<file path="config.mk">
export PLATFORM = sky130hd
export DESIGN_NAME = cokf_ctrl
export DESIGN_NICKNAME = d
export VERILOG_FILES = /design/src/rtl/cokf_pkg.sv /design/src/rtl/cokf_ctrl.sv
export SDC_FILE = /design/constraint.sdc
export NUM_CORES = 1
export LEC_CHECK = 0
export ABC_CLOCK_PERIOD_IN_PS = 4100
export BUFFER_PORTS_ARGS = -buffer_cell sky130_fd_sc_hd__buf_2
export CAP_MARGIN = 10
export CORE_UTILIZATION = 54
export CTS_CLUSTER_DIAMETER = 200
export CTS_CLUSTER_SIZE = 16
export DETAILED_ROUTE_END_ITERATION = 16
export PLACE_DENSITY = 0.78
export SLEW_MARGIN = 20
export SYNTH_ARGS = -nofsm -noshare
export SYNTH_HDL_FRONTEND = slang
export SYNTH_SLANG_ARGS = --single-unit
</file>
<file path="constraint.sdc">
create_clock -name clock -period 4.1 [get_ports clock]
set_clock_uncertainty 0.05 [all_clocks]
set_input_delay 0.41 -clock clock [delete_from_list [all_inputs] [get_ports clock]]
set_output_delay 0.41 -clock clock [all_outputs]
set_load 0.03 [all_outputs]
</file>
<file path="src/rtl/cokf_pkg.sv">
// Shared types, codes and the step program of the clock offset/drift Kalman unit.
`timescale 1ns / 1ps
package cokf_pkg;

   localparam logic [1:0] FUNC_PREDICT = 2'd0;
   localparam logic [1:0] FUNC_UPDATE  = 2'd1;
   localparam logic [1:0] FUNC_LOAD    = 2'd2;
   localparam logic [1:0] FUNC_NOP     = 2'd3;

   localparam logic [1:0] STAT_OK      = 2'd0;
   localparam logic [1:0] STAT_BAD_DT  = 2'd1;
   localparam logic [1:0] STAT_BAD_VAR = 2'd2;

   localparam logic [2:0] CSR_INIT_OFFSET     = 3'd0;
   localparam logic [2:0] CSR_INIT_DRIFT      = 3'd1;
   localparam logic [2:0] CSR_INIT_VAR_OFFSET = 3'd2;
   localparam logic [2:0] CSR_INIT_COV_OD     = 3'd3;
   localparam logic [2:0] CSR_INIT_COV_DO     = 3'd4;
   localparam logic [2:0] CSR_INIT_VAR_DRIFT  = 3'd5;
   localparam logic [2:0] CSR_NOISE_OFFSET    = 3'd6;
   localparam logic [2:0] CSR_NOISE_DRIFT     = 3'd7;

   localparam logic [63:0] ONE_Q32 = 64'h0000_0001_0000_0000;
   localparam logic [63:0] POS_MAX = 64'h7FFF_FFFF_FFFF_FFFF;
   localparam logic [63:0] NEG_MIN = 64'h8000_0000_0000_0000;

   // program entry points
   localparam logic [5:0] PRED_BASE = 6'd0;
   localparam logic [5:0] UPD_BASE  = 6'd15;
   localparam logic [5:0] LOAD_BASE = 6'd32;

   typedef struct packed {
      logic [1:0]  func;
      logic [31:0] delta_time;
      logic [63:0] meas_offset;
      logic [63:0] measurement_var;
   } req_type;

   typedef struct packed {
      logic [1:0]  status;
      logic [63:0] offset_estimate;
      logic [63:0] drift_estimate;
      logic [63:0] offset_variance;
   } rsp_type;

   typedef enum logic [2:0] {
      OP_ADD, OP_SUB, OP_MUL16, OP_MUL32, OP_DIV, OP_LOAD
   } op_type;

   typedef enum logic [4:0] {
      SEL_ZERO, SEL_ONE, SEL_OFF, SEL_DFT, SEL_P00, SEL_P01, SEL_P10, SEL_P11,
      SEL_T0, SEL_T1, SEL_T2, SEL_T3, SEL_T4, SEL_T5,
      SEL_DT, SEL_MEAS, SEL_RVAR, SEL_NOFF, SEL_NDFT
   } sel_type;

   typedef struct packed {
      op_type  op;
      sel_type src_a;
      sel_type src_b;
      sel_type dst;
      logic    last;
   } uop_type;

   typedef struct packed {
      logic       accept;
      logic       start;
      logic       capture;
      uop_type    uop;
      logic [1:0] status;
   } cmd_type;

   typedef struct packed {
      logic [1:0] func;
      logic       dt_zero;
      logic       rvar_bad;
      logic       op_done;
   } stat_type;

   function automatic uop_type mk(op_type op, sel_type a, sel_type b, sel_type d, logic l);
      uop_type u;
      u.op = op; u.src_a = a; u.src_b = b; u.dst = d; u.last = l;
      return u;
   endfunction

   function automatic uop_type get_uop(logic [5:0] pc);
      uop_type u;
      case (pc)
         // predict
         6'd0:  u = mk(OP_MUL16, SEL_P11,  SEL_DT,   SEL_T0,  1'b0);
         6'd1:  u = mk(OP_ADD,   SEL_P10,  SEL_P01,  SEL_T1,  1'b0);
         6'd2:  u = mk(OP_MUL16, SEL_T1,   SEL_DT,   SEL_T1,  1'b0);
         6'd3:  u = mk(OP_ADD,   SEL_P00,  SEL_T1,   SEL_T1,  1'b0);
         6'd4:  u = mk(OP_MUL16, SEL_T0,   SEL_DT,   SEL_T2,  1'b0);
         6'd5:  u = mk(OP_ADD,   SEL_T1,   SEL_T2,   SEL_T1,  1'b0);
         6'd6:  u = mk(OP_MUL16, SEL_NOFF, SEL_DT,   SEL_T2,  1'b0);
         6'd7:  u = mk(OP_ADD,   SEL_T1,   SEL_T2,   SEL_T1,  1'b0);
         6'd8:  u = mk(OP_MUL16, SEL_DFT,  SEL_DT,   SEL_T2,  1'b0);
         6'd9:  u = mk(OP_ADD,   SEL_OFF,  SEL_T2,   SEL_OFF, 1'b0);
         6'd10: u = mk(OP_ADD,   SEL_P01,  SEL_T0,   SEL_P01, 1'b0);
         6'd11: u = mk(OP_ADD,   SEL_P10,  SEL_T0,   SEL_P10, 1'b0);
         6'd12: u = mk(OP_MUL16, SEL_NDFT, SEL_DT,   SEL_T2,  1'b0);
         6'd13: u = mk(OP_ADD,   SEL_P11,  SEL_T2,   SEL_P11, 1'b0);
         6'd14: u = mk(OP_ADD,   SEL_T1,   SEL_ZERO, SEL_P00, 1'b1);
         // update
         6'd15: u = mk(OP_ADD,   SEL_P00,  SEL_RVAR, SEL_T0,  1'b0);
         6'd16: u = mk(OP_DIV,   SEL_P00,  SEL_T0,   SEL_T1,  1'b0);
         6'd17: u = mk(OP_DIV,   SEL_P10,  SEL_T0,   SEL_T2,  1'b0);
         6'd18: u = mk(OP_SUB,   SEL_MEAS, SEL_OFF,  SEL_T3,  1'b0);
         6'd19: u = mk(OP_SUB,   SEL_ONE,  SEL_T1,   SEL_T0,  1'b0);
         6'd20: u = mk(OP_MUL32, SEL_T0,   SEL_P00,  SEL_T4,  1'b0);
         6'd21: u = mk(OP_MUL32, SEL_T0,   SEL_P01,  SEL_T5,  1'b0);
         6'd22: u = mk(OP_MUL32, SEL_T2,   SEL_P00,  SEL_T0,  1'b0);
         6'd23: u = mk(OP_SUB,   SEL_P10,  SEL_T0,   SEL_P10, 1'b0);
         6'd24: u = mk(OP_MUL32, SEL_T2,   SEL_P01,  SEL_T0,  1'b0);
         6'd25: u = mk(OP_SUB,   SEL_P11,  SEL_T0,   SEL_P11, 1'b0);
         6'd26: u = mk(OP_MUL32, SEL_T1,   SEL_T3,   SEL_T0,  1'b0);
         6'd27: u = mk(OP_ADD,   SEL_OFF,  SEL_T0,   SEL_OFF, 1'b0);
         6'd28: u = mk(OP_MUL32, SEL_T2,   SEL_T3,   SEL_T0,  1'b0);
         6'd29: u = mk(OP_ADD,   SEL_DFT,  SEL_T0,   SEL_DFT, 1'b0);
         6'd30: u = mk(OP_ADD,   SEL_T4,   SEL_ZERO, SEL_P00, 1'b0);
         6'd31: u = mk(OP_ADD,   SEL_T5,   SEL_ZERO, SEL_P01, 1'b1);
         // load
         6'd32: u = mk(OP_LOAD,  SEL_ZERO, SEL_ZERO, SEL_ZERO, 1'b1);
         default: u = mk(OP_LOAD, SEL_ZERO, SEL_ZERO, SEL_ZERO, 1'b1);
      endcase
      return u;
   endfunction

endpackage

</file>
<file path="src/rtl/cokf_ctrl.sv">
// Controller: decodes a request word and steps the datapath through its program.
`timescale 1ns / 1ps
module cokf_ctrl import cokf_pkg::*; (
   input  logic     clock,
   input  logic     reset,
   input  logic     req_valid,
   output logic     req_stall,
   output logic     rsp_valid,
   input  logic     rsp_stall,
   input  stat_type stat,
   output cmd_type  cmd
);

   typedef enum logic [4:0] {
      S_IDLE   = 5'b00001,
      S_DECODE = 5'b00010,
      S_ISSUE  = 5'b00100,
      S_WAIT   = 5'b01000,
      S_FINISH = 5'b10000
   } state_type;

   state_type   state_ff, state_in;
   logic [5:0]  pc_ff, pc_in;
   logic [1:0]  code_ff, code_in;
   logic        rsp_valid_ff, rsp_valid_in;
   uop_type     uop;

   assign uop = get_uop(pc_ff);

   always_comb begin
      state_in     = state_ff;
      pc_in        = pc_ff;
      code_in      = code_ff;
      rsp_valid_in = rsp_valid_ff && rsp_stall;
      cmd.accept   = 1'b0;
      cmd.start    = 1'b0;
      cmd.capture  = 1'b0;
      cmd.uop      = uop;
      cmd.status   = code_ff;
      case (state_ff)
         S_IDLE: begin
            if (req_valid) begin
               cmd.accept = 1'b1;
               state_in   = S_DECODE;
            end
         end
         S_DECODE: begin
            code_in  = STAT_OK;
            state_in = S_ISSUE;
            case (stat.func)
               FUNC_PREDICT: begin
                  pc_in = PRED_BASE;
                  if (stat.dt_zero) begin
                     code_in  = STAT_BAD_DT;
                     state_in = S_FINISH;
                  end
               end
               FUNC_UPDATE: begin
                  pc_in = UPD_BASE;
                  if (stat.rvar_bad) begin
                     code_in  = STAT_BAD_VAR;
                     state_in = S_FINISH;
                  end
               end
               FUNC_LOAD: pc_in = LOAD_BASE;
               default: state_in = S_FINISH;
            endcase
         end
         S_ISSUE: begin
            cmd.start = 1'b1;
            state_in  = S_WAIT;
         end
         S_WAIT: begin
            if (stat.op_done) begin
               if (uop.last) state_in = S_FINISH;
               else begin
                  pc_in    = pc_ff + 6'd1;
                  state_in = S_ISSUE;
               end
            end
         end
         S_FINISH: begin
            // hold until the output register is free
            if (!rsp_valid_ff || !rsp_stall) begin
               cmd.capture  = 1'b1;
               rsp_valid_in = 1'b1;
               state_in     = S_IDLE;
            end
         end
         default: state_in = S_IDLE;
      endcase
   end

   always_ff @(posedge clock) begin
      if (reset) begin
         state_ff     <= S_IDLE;
         pc_ff        <= 6'd0;
         code_ff      <= STAT_OK;
         rsp_valid_ff <= 1'b0;
      end else begin
         state_ff     <= state_in;
         pc_ff        <= pc_in;
         code_ff      <= code_in;
         rsp_valid_ff <= rsp_valid_in;
      end
   end

   assign req_stall = (state_ff != S_IDLE);
   assign rsp_valid = rsp_valid_ff;

endmodule

</file>
==> results.py <==
metrics = {
    "power": {
        "finalPower_mw": 0.687,
        "p_per_area_nw_per_um2": 275,
        "ir_worst_vdd_v": 0.000160,
        "leakage_nw": 1.01,
    },
    "timing": {
        "timing.final.crit_period_ns": 3.07,
        "final.setup.tns_ns": 0,
        "relSlewSlack": 0.610,
        "fmaxAchievable_mhz": 326,
        "worst_pin_slew_ns": 0.585,
        "hold_viol": 0,
        "slew_violations": 0,
        "rsz0062_at_grt": "no",
        "period_share": 0.748,
        "setup_viol": 0,
        "worst_slack_ns": 1.03,
    },
    "global_routing": {
        "grt_pass1_vias": 1937,
        "grt.overflow.total": 0,
        "grt_max_degree": 25,
        "grt_first_pass_wirelength_mm": 9.34,
        "antenna_found_initial": 0,
        "grt_use_total": 0.273,
    },
    "routing": {
        "wl_met1_mm": 2.61,
        "first_iter_violations": 227,
        "route.met2.wl_mm": 2.53,
        "via_per_inst": 6.31,
        "wl_met3_um": 443,
        "vias": 2172,
        "drc": 0,
        "drt-wirelength-per-cell_um": 16.4,
        "ant_nets": 0,
        "finalWirelength_mm": 5.65,
        "drtPass1Iterations": 5,
        "maxUsedRoutingLayer": "met4",
    },
    "cts": {
        "ctsLongestPathBuffers": 2,
        "cts.clk_slew.worst_paths_ns": 0.06,
        "hold_buffers": 0,
        "cts_buffers": 5,
        "cts.sinks": 32,
        "ctsResizeCount": 0,
        "post-cts-setup-buffers": 0,
        "cts_root_buf": "clkbuf_8",
        "cts_tree": "done",
        "htreeDepth": 2,
        "clock_latency_ns": 0.29,
    },
    "floorplan": {
        "die_width_um": 67.6,
        "start_util": 0.572,
        "io_pins": 35,
        "dieHeight_um": 67.6,
        "rows": 23,
        "core_um2": 4060,
        "die_area_um2": 4560,
    },
    "layout": {
        "multi_input_area_um2": 1460,
        "final_area_um2": 2500,
        "antennaDiodeCount": 0,
        "drive_gt1_frac": 0.235,
        "area_growth_pct": 7.82,
        "final_nets": 316,
        "regArea_um2": 641,
        "fillers": 373,
    },
    "yosys": {
        "synthTopCellsByCount": "dfxtp_1 (32), nand2_1 (23), nor2_1 (21), a21oi_1 (20), ha_1 (14)",
        "yosysSeqAreaShare": 0.276,
        "avgSynthCellArea_um2": 8.60,
        "syn_area_um2": 2320,
        "yosys-top-cells-area": "dfxtp_1 (28%), ha_1 (7.5%), a21oi_1 (4.3%), buf_6 (3.9%), nand2_1 (3.7%)",
        "synthCells": 270,
        "synth_top_cell_by_area": "dfxtp_1",
        "synth.distinct_cells": 71,
        "syn-num-nets": 293,
        "synth-main-ff-cell": "dfxtp_1",
        "yosysWarningCount": 0,
        "synth.most_common_cell": "dfxtp_1",
        "ys_ff_latch": 32,
        "async_flop_share": 0,
        "synth-edff-count": 0,
        "synth.top_cell.area_share": 0.276,
    },
    "placement": {
        "dpl_worst_slack_ns": 0.800,
        "port_buffers": 33,
        "gp_congestion": 0.946,
        "dpl.hpwl_mm": 3.86,
        "dpl_cell_area_um2": 2410,
    },
    "setup_path": {
        "critPathSlowestCell": "a211o_1",
        "cp-start-kind": "primary input",
        "critical_path.top_delay_family": "compound AO/OA/AOI/OAI gates",
        "timing.rr.start": "state_ff[1]",
        "crit_type": "in -> reg",
        "slowest_delay_ns": 0.45,
        "cp-end-kind": "flop",
        "crit_chain": "buf_2 > inv_1 > ha_1 > nor2_1 > o22a_2 > nor2_4 > a211o_1 > inv_2 > ha_1 > o21ai_0 > o211ai_2 > o31ai_1 > a221oi_2",
        "path_common_cell": "ha_1",
        "startpoint": "stat[3]",
        "critical_path_required_ns": 4.25,
        "cp.buffers_inverters": 3,
        "crit_arrival_ns": 3.22,
        "critical_path.max_fanout": 15,
    },
    "flow_run": {
        "cap_violations": 0,
    },
    "run_status": {
        "outcome": "completed",
    },
    "worst_hold_path": {
        "hold_start": "req_valid",
        "hold_path_class": "in -> reg",
    },
}
[path summary, 6_finish.rpt]
path | to | slack [ns] | cells after the start
worst min-delay path | state_ff[1] | 0.35 | 3
worst min register to register | code_ff[1] | 0.40 | 2
worst max register to register | uop[2] | 1.12 | 10
worst max-delay path | uop[2] | 1.03 | 13
[metal layers]
layer | track usage | up-vias
met3 | 0.0642 | 11
met1 | 0.375 | 1016
li1 | - | 1039
met2 | 0.413 | 106
met4 | 0.0931 | 0
met5 | 0 | -
[area by class of cell]
class	instances	area share
inverters	17	0.0315
multi-input cells	203	0.582
clock buffers	6	0.0330
repair buffers	34	0.0690
well taps	50	0.0250
flip-flops and latches	32	0.256
clock inverters	2	0.00400
[power by group]
group | switching [mW] | total, mW | internal (mW) | leakage [nW]
clock | 0.121 | 0.255 | 0.134 | 0.0510
combinational | 0.0743 | 0.108 | 0.0341 | 0.697
sequential | 0.00483 | 0.324 | 0.319 | 0.259
[registers in the layout, indices dropped and copies added, names as in the netlist]
name,flops
code_ff,2
pc_ff,6
rsp_valid,1
state_ff,5
uop,18
[cell usage in the layout, fill, tap and decap left out, types with 3 or more instances in the layout]
master,instances
clkbuf_8,6
nor2_1,21
xnor2_1,3
ha_1,14
nor2_4,3
nand2_1,23
a31oi_1,4
buf_2,33
inv_1,12
o221ai_1,5
a211oi_1,4
nand3_1,10
mux2i_1,6
a21oi_1,20
nor3_1,9
o21ai_0,10
nand2b_1,5
nor2b_1,3
o32ai_1,3
o21a_1,3
dfxtp_1,32
[worst min-delay path, delay by kind of cell]
| kind | cells | cell delay [ns] |
|---|---|---|
| buf+inv | 2 | 0.18 |
| simple gates | 1 | 0.05 |
[kinds of logic after synthesis]
| kind of cell | synth area share |
|---|---|
| compound gates | 0.297 |
| fa+ha+maj | 0.0755 |
| mux | 0.0323 |
| xor+xnor | 0.0113 |
| buf+inv | 0.0970 |
| flops | 0.276 |
| other cells | 0.00162 |
| simple gates | 0.210 |
[per-stage QoR]
step,cells,util,hold slack [ns]
floorplan,270,-,0.500
finish,344,0.617,0.346
global placement,336,0.594,0.391
detailed placement,336,0.594,0.397
global route,344,0.617,0.351
CTS,344,0.617,0.345
Note: power is estimated with default switching activity, not from simulation.
